### config.mk
export PLATFORM = sky130hd
export DESIGN_NAME = relop_keyword_id_number_lexer_flat
export DESIGN_NICKNAME = d
export VERILOG_FILES = /design/src/hdl/rkl_pkg.sv /design/src/hdl/rkl_char_if.sv /design/src/hdl/rkl_tok_if.sv /design/src/hdl/rkl_front.sv /design/src/hdl/rkl_queue.sv /design/src/hdl/rkl_back.sv /design/src/hdl/relop_keyword_id_number_lexer.sv /design/src/flat_wrapper.sv
export VERILOG_INCLUDE_DIRS = /design/src /design/src/hdl
export SDC_FILE = /design/constraint.sdc
export NUM_CORES = 1
export LEC_CHECK = 0
export BUFFER_PORTS_ARGS = -buffer_cell sky130_fd_sc_hd__buf_2
export CAP_MARGIN = 10
export CORE_MARGIN = 2
export CORE_UTILIZATION = 30
export DETAILED_ROUTE_END_ITERATION = 16
export SLEW_MARGIN = 10
export SYNTH_ARGS = -nofsm -noshare
export SYNTH_HDL_FRONTEND = slang
export SYNTH_SLANG_ARGS = --single-unit
### constraint.sdc
create_clock -name clk -period 6.05 [get_ports clk]
set_input_delay 1.21 -clock clk [delete_from_list [all_inputs] [get_ports clk]]
set_output_delay 1.21 -clock clk [all_outputs]
set_load 0.02 [all_outputs]
### src/hdl/relop_keyword_id_number_lexer_assert.svh
// Assertion helpers for the lexer
`ifndef RELOP_KEYWORD_ID_NUMBER_LEXER_ASSERT_SVH
`define RELOP_KEYWORD_ID_NUMBER_LEXER_ASSERT_SVH

// same-cycle implication
`define RKL_ASSERT_IMP(lbl, ck, rn, ante, cons, msg) \
	lbl: assert property (@(posedge ck) disable iff (!(rn)) (ante) |-> (cons)) \
		else $error(msg);

// next-cycle implication
`define RKL_ASSERT_NEXT(lbl, ck, rn, ante, cons, msg) \
	lbl: assert property (@(posedge ck) disable iff (!(rn)) (ante) |=> (cons)) \
		else $error(msg);

`endif

### src/hdl/rkl_pkg.sv
package rkl_pkg;

	localparam int POS_BITS_DEF = 16;
	localparam int SAT_W        = 32;
	localparam int Q_DEPTH      = 4;

	// characters the scanner looks at
	localparam logic [7:0] CH_HASH  = 8'd35;
	localparam logic [7:0] CH_E     = 8'd69;
	localparam logic [7:0] CH_DOT   = 8'd46;
	localparam logic [7:0] CH_PLUS  = 8'd43;
	localparam logic [7:0] CH_MINUS = 8'd45;
	localparam logic [7:0] CH_LT    = 8'd60;
	localparam logic [7:0] CH_EQ    = 8'd61;
	localparam logic [7:0] CH_GT    = 8'd62;
	localparam logic [7:0] CH_LA    = 8'd97;
	localparam logic [7:0] CH_LZ    = 8'd122;
	localparam logic [7:0] CH_UA    = 8'd65;
	localparam logic [7:0] CH_UZ    = 8'd90;
	localparam logic [7:0] CH_D0    = 8'd48;
	localparam logic [7:0] CH_D9    = 8'd57;
	localparam logic [7:0] CH_SP    = 8'd32;
	localparam logic [7:0] CH_TAB   = 8'd9;
	localparam logic [7:0] CH_NL    = 8'd10;
	localparam logic [7:0] CH_I     = 8'd105;
	localparam logic [7:0] CH_F     = 8'd102;
	localparam logic [7:0] CH_T     = 8'd116;
	localparam logic [7:0] CH_H     = 8'd104;
	localparam logic [7:0] CH_LE    = 8'd101;
	localparam logic [7:0] CH_N     = 8'd110;
	localparam logic [7:0] CH_L     = 8'd108;
	localparam logic [7:0] CH_S     = 8'd115;
	localparam logic [7:0] CH_NUL   = 8'd0;

	typedef enum logic [3:0] {
		S_START, S_LT, S_GT, S_ID, S_KIF, S_KTHEN, S_KELSE,
		S_NINT, S_NDOT, S_NFRAC, S_NE, S_NESIGN, S_NEXP
	} scan_state_t;

	typedef enum logic [2:0] {
		K_RELOP, K_IF, K_THEN, K_ELSE, K_ID, K_NUM, K_ERR, K_END
	} kind_t;

	typedef enum logic [2:0] {
		R_LT, R_LE, R_NE, R_EQ, R_GT, R_GE
	} relop_t;

	typedef struct packed {
		kind_t       kind;
		relop_t      relop;
		logic [15:0] start;
		logic [15:0] len;
	} token_t;

	// everything one character produces: up to two tokens, a before b
	typedef struct packed {
		logic   va;
		logic   vb;
		token_t a;
		token_t b;
	} rec_t;

	function automatic logic is_letter(input logic [7:0] c);
		return c inside {[CH_LA:CH_LZ], [CH_UA:CH_UZ]};
	endfunction

	function automatic logic is_digit(input logic [7:0] c);
		return c inside {[CH_D0:CH_D9]};
	endfunction

	// keyword spelling: k 0 if, 1 then, 2 else
	function automatic logic [7:0] kw_char(input logic [1:0] k, input logic [2:0] idx);
		logic [7:0] r;
		r = CH_NUL;
		case (k)
			2'd0: begin
				case (idx)
					3'd0: r = CH_I;
					3'd1: r = CH_F;
					default: r = CH_NUL;
				endcase
			end
			2'd1: begin
				case (idx)
					3'd0: r = CH_T;
					3'd1: r = CH_H;
					3'd2: r = CH_LE;
					3'd3: r = CH_N;
					default: r = CH_NUL;
				endcase
			end
			2'd2: begin
				case (idx)
					3'd0: r = CH_LE;
					3'd1: r = CH_L;
					3'd2: r = CH_S;
					3'd3: r = CH_LE;
					default: r = CH_NUL;
				endcase
			end
			default: r = CH_NUL;
		endcase
		return r;
	endfunction

	function automatic logic [2:0] kw_len(input logic [1:0] k);
		return (k == 2'd0) ? 3'd2 : 3'd4;
	endfunction

	function automatic logic [15:0] sat16(input logic [SAT_W-1:0] v);
		return (v[SAT_W-1:16] != '0) ? 16'hFFFF : v[15:0];
	endfunction

endpackage

### src/hdl/rkl_char_if.sv
interface rkl_char_if;
	logic       valid;
	logic       ready;
	logic [7:0] char_code;

	modport source(output valid, output char_code, input ready);
	modport sink(input valid, input char_code, output ready);
endinterface

### src/hdl/rkl_tok_if.sv
interface rkl_tok_if;
	logic        valid;
	logic        ready;
	logic [2:0]  token_kind;
	logic [2:0]  relop_code;
	logic [15:0] token_start;
	logic [15:0] token_length;
	logic        last_of_run;

	modport source(output valid, output token_kind, output relop_code,
		output token_start, output token_length, output last_of_run, input ready);
	modport sink(input valid, input token_kind, input relop_code,
		input token_start, input token_length, input last_of_run, output ready);
endinterface

### src/hdl/rkl_front.sv
module rkl_front import rkl_pkg::*; #(
	parameter int POS_BITS = POS_BITS_DEF
) (
	input  logic        clk,
	input  logic        arst_n,
	rkl_char_if.sink    chars,
	output rec_t        rec,
	output logic        rec_valid,
	input  logic        rec_ready
);

	scan_state_t         state_q, state_d;
	logic [2:0]          prog_q, prog_d;
	logic [POS_BITS-1:0] pos_q, pos_d;
	logic [POS_BITS-1:0] start_q, start_d;
	logic                accept;

	assign chars.ready = rec_ready;
	assign accept      = chars.valid && rec_ready;

	// scanner: one transition per character, pending token closed first
	always_comb begin
		logic [7:0]          c;
		logic [POS_BITS-1:0] pdiff;
		logic [15:0]         plen, pstart, sstart;
		logic [1:0]          kidx;
		logic                alnum, consumed, restart;
		token_t              ta, tb;
		logic                va, vb;

		c        = chars.char_code;
		pdiff    = pos_q - start_q;
		plen     = sat16(SAT_W'(pdiff));
		pstart   = sat16(SAT_W'(pos_q));
		sstart   = sat16(SAT_W'(start_q));
		kidx     = 2'(4'(state_q) - 4'(S_KIF));
		alnum    = is_letter(c) || is_digit(c);
		consumed = 1'b0;
		restart  = 1'b0;
		va       = 1'b0;
		vb       = 1'b0;
		ta       = '{kind: K_RELOP, relop: R_LT, start: sstart, len: plen};
		tb       = '{kind: K_RELOP, relop: R_LT, start: pstart, len: 16'd1};
		state_d  = state_q;
		prog_d   = prog_q;
		start_d  = start_q;
		pos_d    = pos_q;

		// continue the pending token; on a close, state drops back to start
		case (state_q)
			S_START: ;
			S_LT: begin
				if (c == CH_EQ || c == CH_GT) begin
					va       = 1'b1;
					ta.relop = (c == CH_EQ) ? R_LE : R_NE;
					ta.len   = 16'd2;
					consumed = 1'b1;
				end else begin
					va = 1'b1;
				end
				state_d = S_START;
				prog_d  = '0;
			end
			S_GT: begin
				va       = 1'b1;
				if (c == CH_EQ) begin
					ta.relop = R_GE;
					ta.len   = 16'd2;
					consumed = 1'b1;
				end else begin
					ta.relop = R_GT;
				end
				state_d = S_START;
				prog_d  = '0;
			end
			S_ID: begin
				if (alnum) begin
					consumed = 1'b1;
				end else begin
					va      = 1'b1;
					ta.kind = K_ID;
					state_d = S_START;
					prog_d  = '0;
				end
			end
			S_KIF, S_KTHEN, S_KELSE: begin
				if (alnum) begin
					consumed = 1'b1;
					if (prog_q < kw_len(kidx) && c == kw_char(kidx, prog_q)) begin
						prog_d = prog_q + 3'd1;
					end else begin
						state_d = S_ID;
						prog_d  = '0;
					end
				end else begin
					va      = 1'b1;
					ta.kind = (prog_q == kw_len(kidx)) ? kind_t'(3'(kidx) + 3'd1) : K_ID;
					state_d = S_START;
					prog_d  = '0;
				end
			end
			S_NINT, S_NFRAC: begin
				if (is_digit(c)) begin
					consumed = 1'b1;
				end else if (c == CH_DOT && state_q == S_NINT) begin
					consumed = 1'b1;
					state_d  = S_NDOT;
				end else if (c == CH_E) begin
					consumed = 1'b1;
					state_d  = S_NE;
				end else begin
					va      = 1'b1;
					ta.kind = K_NUM;
					state_d = S_START;
					prog_d  = '0;
				end
			end
			S_NDOT: begin
				if (is_digit(c)) begin
					consumed = 1'b1;
					state_d  = S_NFRAC;
				end else begin
					va      = 1'b1;
					ta.kind = K_ERR;
					state_d = S_START;
					prog_d  = '0;
				end
			end
			S_NE: begin
				if (c == CH_PLUS || c == CH_MINUS) begin
					consumed = 1'b1;
					state_d  = S_NESIGN;
				end else if (is_digit(c)) begin
					consumed = 1'b1;
					state_d  = S_NEXP;
				end else begin
					va      = 1'b1;
					ta.kind = K_ERR;
					state_d = S_START;
					prog_d  = '0;
				end
			end
			S_NESIGN: begin
				if (is_digit(c)) begin
					consumed = 1'b1;
					state_d  = S_NEXP;
				end else begin
					va      = 1'b1;
					ta.kind = K_ERR;
					state_d = S_START;
					prog_d  = '0;
				end
			end
			S_NEXP: begin
				if (is_digit(c)) begin
					consumed = 1'b1;
				end else begin
					va      = 1'b1;
					ta.kind = K_NUM;
					state_d = S_START;
					prog_d  = '0;
				end
			end
			default: begin
				state_d = S_START;
				prog_d  = '0;
			end
		endcase

		// start a new token with a character the old one did not take
		if (!consumed && !(c == CH_SP || c == CH_TAB || c == CH_NL)) begin
			if (c == CH_HASH) begin
				vb      = 1'b1;
				tb.kind = K_END;
				restart = 1'b1;
			end else begin
				start_d = pos_q;
				prog_d  = '0;
				if (c == CH_LT) begin
					state_d = S_LT;
				end else if (c == CH_GT) begin
					state_d = S_GT;
				end else if (c == CH_EQ) begin
					vb       = 1'b1;
					tb.relop = R_EQ;
				end else if (is_letter(c)) begin
					if (c == CH_I) begin
						state_d = S_KIF;
						prog_d  = 3'd1;
					end else if (c == CH_T) begin
						state_d = S_KTHEN;
						prog_d  = 3'd1;
					end else if (c == CH_LE) begin
						state_d = S_KELSE;
						prog_d  = 3'd1;
					end else begin
						state_d = S_ID;
					end
				end else if (is_digit(c)) begin
					state_d = S_NINT;
				end else begin
					vb      = 1'b1;
					tb.kind = K_ERR;
				end
			end
		end

		// position count, saturating; '#' restarts it
		if (restart) begin
			state_d = S_START;
			prog_d  = '0;
			pos_d   = '0;
			start_d = '0;
		end else if (pos_q != '1) begin
			pos_d = pos_q + 1'b1;
		end

		rec       = '{va: va, vb: vb, a: ta, b: tb};
		rec_valid = accept && (va || vb);
	end

	// scanner registers
	always_ff @(posedge clk or negedge arst_n) begin
		if (!arst_n) begin
			state_q <= S_START;
			prog_q  <= '0;
			pos_q   <= '0;
			start_q <= '0;
		end else if (accept) begin
			state_q <= state_d;
			prog_q  <= prog_d;
			pos_q   <= pos_d;
			start_q <= start_d;
		end
	end

endmodule

### src/hdl/rkl_queue.sv
module rkl_queue import rkl_pkg::*; (
	input  logic                           clk,
	input  logic                           arst_n,
	input  rec_t                           wr_rec,
	input  logic                           push,
	output logic                           not_full,
	output rec_t                           head,
	output logic                           head_valid,
	input  logic                           pop,
	output logic [$clog2(Q_DEPTH+1)-1:0]   level
);

	localparam int PTR_W = $clog2(Q_DEPTH);
	localparam int CNT_W = $clog2(Q_DEPTH + 1);

	rec_t             mem_q [Q_DEPTH];
	logic [PTR_W-1:0] wr_ptr_q, rd_ptr_q;
	logic [CNT_W-1:0] cnt_q;
	logic             do_push, do_pop;

	assign not_full   = (cnt_q != CNT_W'(Q_DEPTH));
	assign head_valid = (cnt_q != '0);
	assign head       = mem_q[rd_ptr_q];
	assign level      = cnt_q;
	assign do_push    = push && not_full;
	assign do_pop     = pop && head_valid;

	// storage
	always_ff @(posedge clk) begin
		if (do_push) begin
			mem_q[wr_ptr_q] <= wr_rec;
		end
	end

	// pointers and fill count
	always_ff @(posedge clk or negedge arst_n) begin
		if (!arst_n) begin
			wr_ptr_q <= '0;
			rd_ptr_q <= '0;
			cnt_q    <= '0;
		end else begin
			if (do_push) begin
				wr_ptr_q <= (wr_ptr_q == PTR_W'(Q_DEPTH - 1)) ? '0 : wr_ptr_q + 1'b1;
			end
			if (do_pop) begin
				rd_ptr_q <= (rd_ptr_q == PTR_W'(Q_DEPTH - 1)) ? '0 : rd_ptr_q + 1'b1;
			end
			if (do_push && !do_pop) begin
				cnt_q <= cnt_q + 1'b1;
			end else if (do_pop && !do_push) begin
				cnt_q <= cnt_q - 1'b1;
			end
		end
	end

endmodule

### src/hdl/rkl_back.sv
module rkl_back import rkl_pkg::*; (
	input  logic        clk,
	input  logic        arst_n,
	input  rec_t        head,
	input  logic        head_valid,
	output logic        pop,
	rkl_tok_if.source   tokens
);

	logic   valid_q;
	logic   half_q;
	token_t tok_q;
	logic   last_q;
	logic   load, send_a, last;
	token_t sel;

	// pick the next token of the head record
	assign load   = head_valid && (!valid_q || tokens.ready);
	assign send_a = !half_q && head.va;
	assign sel    = send_a ? head.a : head.b;
	assign last   = send_a ? !head.vb : 1'b1;
	assign pop    = load && last;

	// output register control
	always_ff @(posedge clk or negedge arst_n) begin
		if (!arst_n) begin
			valid_q <= 1'b0;
			half_q  <= 1'b0;
		end else begin
			if (load) begin
				valid_q <= 1'b1;
				half_q  <= !last;
			end else if (tokens.ready) begin
				valid_q <= 1'b0;
			end
		end
	end

	// output payload
	always_ff @(posedge clk) begin
		if (load) begin
			tok_q  <= sel;
			last_q <= last;
		end
	end

	assign tokens.valid        = valid_q;
	assign tokens.token_kind   = tok_q.kind;
	assign tokens.relop_code   = tok_q.relop;
	assign tokens.token_start  = tok_q.start;
	assign tokens.token_length = tok_q.len;
	assign tokens.last_of_run  = last_q;

endmodule

### src/hdl/relop_keyword_id_number_lexer.sv
// Channel  Dir  Fields                                          Accepted when
// chars    in   char_code                                       valid && ready
// tokens   out  token_kind relop_code token_start token_length  valid && ready
//               last_of_run
// One character a cycle unless the queue is full; a character's two tokens go out in turn.
// A token passes from the scanner through the record queue into the output register.
// The single output register and a four-record queue between scanner and output set the rate.
// arst_n clears the scanner to its start state, the queue and the output valid.
// chars stalls only while the queue is full; the scanner keeps going while tokens waits.
module relop_keyword_id_number_lexer import rkl_pkg::*; #(
	parameter int POS_BITS = POS_BITS_DEF
) (
	input  logic      clk,
	input  logic      arst_n,
	rkl_char_if.sink  chars,
	rkl_tok_if.source tokens
);

	rec_t                               f_rec;
	logic                               f_valid;
	logic                               q_not_full;
	rec_t                               q_head;
	logic                               q_head_valid;
	logic                               q_pop;
	logic [$clog2(Q_DEPTH+1)-1:0]       q_level;

	// scanner
	rkl_front #(.POS_BITS(POS_BITS)) u_front (
		.clk       (clk),
		.arst_n    (arst_n),
		.chars     (chars),
		.rec       (f_rec),
		.rec_valid (f_valid),
		.rec_ready (q_not_full)
	);

	// record queue
	rkl_queue u_queue (
		.clk        (clk),
		.arst_n     (arst_n),
		.wr_rec     (f_rec),
		.push       (f_valid),
		.not_full   (q_not_full),
		.head       (q_head),
		.head_valid (q_head_valid),
		.pop        (q_pop),
		.level      (q_level)
	);

	// token output
	rkl_back u_back (
		.clk        (clk),
		.arst_n     (arst_n),
		.head       (q_head),
		.head_valid (q_head_valid),
		.pop        (q_pop),
		.tokens     (tokens)
	);

	`include "relop_keyword_id_number_lexer_assert.svh"

	`RKL_ASSERT_IMP(a_relop_code_zero, clk, arst_n, tokens.valid && tokens.token_kind != K_RELOP, tokens.relop_code == R_LT, "relop code set on a non-relop token")
	`RKL_ASSERT_IMP(a_end_is_last, clk, arst_n, tokens.valid && tokens.token_kind == K_END, tokens.last_of_run, "end marker not last of its character")
	`RKL_ASSERT_IMP(a_stall_only_full, clk, arst_n, !chars.ready, q_level == $bits(q_level)'(Q_DEPTH), "input stalled with room in queue")
	`RKL_ASSERT_NEXT(a_end_queued, clk, arst_n, chars.valid && chars.ready && chars.char_code == CH_HASH, q_level != '0, "end marker record missing from queue")

endmodule

### src/flat_wrapper.sv
// flat-port wrapper written by rule: the top's interface ports become plain ports
module relop_keyword_id_number_lexer_flat import rkl_pkg::*;
#(
	parameter int POS_BITS = POS_BITS_DEF
)
  (clk, arst_n, chars_valid, chars_char_code, chars_ready, tokens_valid, tokens_token_kind, tokens_relop_code, tokens_token_start, tokens_token_length, tokens_last_of_run, tokens_ready);
  rkl_char_if chars_i ();
  rkl_tok_if tokens_i ();
  input  logic clk;
  input  logic arst_n;
  input wire logic [$bits(chars_i.valid)-1:0] chars_valid;
  input wire logic [$bits(chars_i.char_code)-1:0] chars_char_code;
  output wire logic [$bits(chars_i.ready)-1:0] chars_ready;
  output wire logic [$bits(tokens_i.valid)-1:0] tokens_valid;
  output wire logic [$bits(tokens_i.token_kind)-1:0] tokens_token_kind;
  output wire logic [$bits(tokens_i.relop_code)-1:0] tokens_relop_code;
  output wire logic [$bits(tokens_i.token_start)-1:0] tokens_token_start;
  output wire logic [$bits(tokens_i.token_length)-1:0] tokens_token_length;
  output wire logic [$bits(tokens_i.last_of_run)-1:0] tokens_last_of_run;
  input wire logic [$bits(tokens_i.ready)-1:0] tokens_ready;
  assign chars_i.valid = chars_valid;
  assign chars_i.char_code = chars_char_code;
  assign chars_ready = chars_i.ready;
  assign tokens_valid = tokens_i.valid;
  assign tokens_token_kind = tokens_i.token_kind;
  assign tokens_relop_code = tokens_i.relop_code;
  assign tokens_token_start = tokens_i.token_start;
  assign tokens_token_length = tokens_i.token_length;
  assign tokens_last_of_run = tokens_i.last_of_run;
  assign tokens_i.ready = tokens_ready;
  relop_keyword_id_number_lexer #(.POS_BITS(POS_BITS)) u_core (.clk(clk), .arst_n(arst_n), .chars(chars_i), .tokens(tokens_i));
endmodule
==> impl_metrics.csv <==
group,metric,value,unit
setup_path,cp_slowest_stage_delay,0.75,ns
clock_tree,cts_tree,"done",
clock_tree,cts_made_buffers,35,
route,detail-route-antenna-nets,0,
hold_path,hp-class,"flop to flop",
floorplan,die_height,224,um
synthesis,postSynthAreaPerCell,15.6,sq um
setup_path,crit_required,6.17,ns
route,dr_total_vias,8179,
setup_path,crit_path_max_fanout,59,
synthesis,ys_top_cells_by_count,"275 x edfxtp_1, 63 x nor2_1, 59 x mux4_2, 48 x dfrtp_1, 45 x nand2_1",
grt,grt_pass1_wl,48400,um
clock_tree,holdBufCountCts,0,
synthesis,ys_warn_count,0,
sta,setup_viol,0,
clock_tree,h-tree-depth,2,
synthesis,synthCells,932,
synthesis,synth_edf_count,275,
sta,finalCritPeriodShare,65.1,%
final_layout,final_cells,1632,
setup_path,critPathLaunchType,"primary input",
setup_path,cp_cell_sequence,"buf_2, or4_4, nor2_4, o21a_2, o211a_1, nand3_1, buf_4, o21a_4, nor3b_4, buf_4",
clock_tree,postCtsSetupRepairBufs,0,
floorplan,pin_count,53,
place,dp_cells,1569,
route,drc,0,
sta,report.final.slew_viol_count,0,
synthesis,yosys_most_used_dff,"edfxtp_1",
setup_path,path_common_cell,"buf_4",
setup_path,slowest_stage,"buf_4",
setup_path,timing.critical_path.to_type,"flop",
floorplan,die_x,224,um
synthesis,yosysSeqAreaShare,65.0,%
sta,finalHoldViolCount,0,
clock_tree,ctsLongestPathBuffers,3,
sta,rsz0062_at_grt,"no",
floorplan,initial_core_util,30.4,%
sta,max_freq,254,MHz
floorplan,rows,80,
outcome,status,"finished, final reports clean",
grt,antenna_found_initial,0,
final_layout,fin_area,0.0166,sq mm
clock_tree,clk-insertion-delay-late,0.50,ns
route,drt_iter0_drc,603,
final_layout,syn_to_final_growth,14.3,%
synthesis,ys_async_sr_fraction,14.9,%
synthesis,syn_nets,980,
final_layout,antennaDiodeCount,0,
pwr,power_density,531,mW/mm^2
sta,setup_slack,2.11,ns
synthesis,synth_area,0.0145,sq mm
setup_path,crit_family,"buffers and inverters",
clock_tree,cts_num_sinks,323,
setup_path,critical_path_class,"primary input to flop",
sta,tns,0,ns
sta,min_period,3.94,ns
route,vias_per_cell,5.01,
synthesis,yosysMostFrequentCell,"edfxtp_1",
sta,relSlewSlack,33.4,%
grt,grt_usage,12.4,%
sta,worst_pin_slew,0.995,ns
place,gp_congestion,0.823,
grt,grt_overflow_total,0,
setup_path,critPathBufInv,3,
floorplan,die_area,0.0503,sq mm
place,io_buffers,52,
clock_tree,cts_root_buffer,"clkbuf_16",
synthesis,yosysTopAreaCellShare,56.8,%
clock_tree,cts_resized,0,
grt,grt_max_degree,60,
synthesis,synth_area_leaders,"edfxtp_1 57%, mux4_2 9.1%, dfrtp_1 8.3%, ha_1 2.9%, nor2_1 1.6%",
grt,grt_pass1_vias,8441,
floorplan,coreArea,0.0478,sq mm
synthesis,yosys.cell_types.count,96,
place,placed_area,0.0155,sq mm
synthesis,ys_ff_latch,323,
place,dp_hpwl,19300,um
job,cap_violations,0,
route,wl_per_cell,19.0,um
clock_tree,clk_pin_slew,0.06,ns
route,totalWireLength,31000,um
sta,hold_ws,0.489,ns
sta,finalClockSkew,0.0114,ns
route,first_pass_iters,5,
setup_path,worstPathArrival,4.06,ns
pwr,p_leak,5.93,nW
pwr,peakVddDrop,179,uV
final_layout,layout.nets,1039,
final_layout,layout-drive-gt1-share,23.5,%
place,place_ws,1.58,ns
synthesis,yosysTopAreaCell,"edfxtp_1",
==> where the power goes <==
part / switching, mW / total (mW) / internal (mW)
registers: 0.296 / 3.65 / 3.35
clock network: 0.819 / 2.09 / 1.27
logic: 1.84 / 3.09 / 1.25
total: 2.96 / 8.83 / 5.87
==> cell type report <==
cell class | count | area, sq um
clock inverter | 11 | 104
sequential | 323 | 9460
tap | 615 | 769
timing repair buffer | 65 | 370
fill | 4574 | 31200
clock buffer | 52 | 1030
inverter | 44 | 165
multi-input combinational | 522 | 4720
==> per-layer routing <==
layer	routed length, um	GRT usage (%)	vias up	part of all wire (%)
li1	-	-	3754	-
met3	1070	1.83	51	3.5
met1	14100	16.6	4212	45
met5	0	0	-	0
met4	517	2.80	0	1.7
met2	15300	21.2	162	49
==> worst register-to-register path: stages, from the launching register on <==
cell and delay [ns]:
dfrtp_1 0.45, inv_1 0.13, ha_1 0.44, or3_1 0.42, a21oi_1 0.19, o32a_4 0.22, o211a_1 0.17, nand3_1 0.08
buf_4 0.20, o21a_4 0.28, nor3b_4 0.18, buf_4 0.75
==> flip-flops by register name, indices dropped and copies added (netlist names), 4 cells and up <==
signal,cells
u_core.u_back.tokens.token_length,16
u_core.u_back.tokens.token_start,16
u_core.u_front.pos_q,16
u_core.u_front.start_q,16
u_core.u_front.state_q,4
u_core.u_queue.mem_q,236
==> final timing paths <==
path	startpoint	endpoint	slack [ns]	cells after the start
worst max register to register	u_core.u_front.state_q[0]	u_core.u_queue.mem_q[1][28]	2.13	11
worst min register to register	u_core.u_queue.level[2]	u_core.u_queue.level[2]	0.49	1
worst min-delay path	u_core.u_queue.level[2]	u_core.u_queue.level[2]	0.49	1
worst max-delay path	chars_char_code[0]	u_core.u_queue.mem_q[1][28]	2.11	10
max in group asynchronous	arst_n	u_core.u_queue.rd_ptr_q[0]	4.68	2
min in group asynchronous	arst_n	u_core.u_back.tokens.valid	0.82	2
==> metrics by stage <==
step | total power, mW | util (%)
5_1_grt | 9.36 | 34.7
6_report | 8.83 | 34.7
2_1_floorplan | 5.88 | -
3_3_place_gp | 6.81 | 32.4
4_1_cts | 8.97 | 34.7
3_5_place_dp | 6.86 | 32.4
==> logic make-up (layout without fill, tap and decap cells) <==
group	after synthesis	in the layout	share of synthesized area (%)
DFF	323	323	65.0
and+or+nand+nor	230	230	8.86
AOI/OAI and AO/OA	143	143	7.35
buffers and inverters	87	172	2.82
muxes	81	81	10.8
adders and majority gates	36	36	3.20
xor gates and xnor gates	32	32	1.93
==> placed cells by master (no fill, tap or decap), types with 6 or more instances in the layout <==
master / n
nand3_1: 23
o21ai_0: 21
buf_2: 52
a31oi_1: 9
and3_1: 19
nand4_1: 6
clkbuf_16: 37
nor2_1: 63
a22o_2: 6
xor2_1: 16
inv_1: 44
or3_1: 8
mux4_2: 59
mux2_2: 20
nand2_1: 44
edfxtp_1: 275
buf_4: 12
dfrtp_1: 46
nor2b_1: 6
clkbuf_1: 10
a22o_1: 12
a21oi_1: 23
xnor2_1: 16
a211oi_1: 8
nor3_1: 12
ha_1: 34
(Power assumes the default switching activity.)
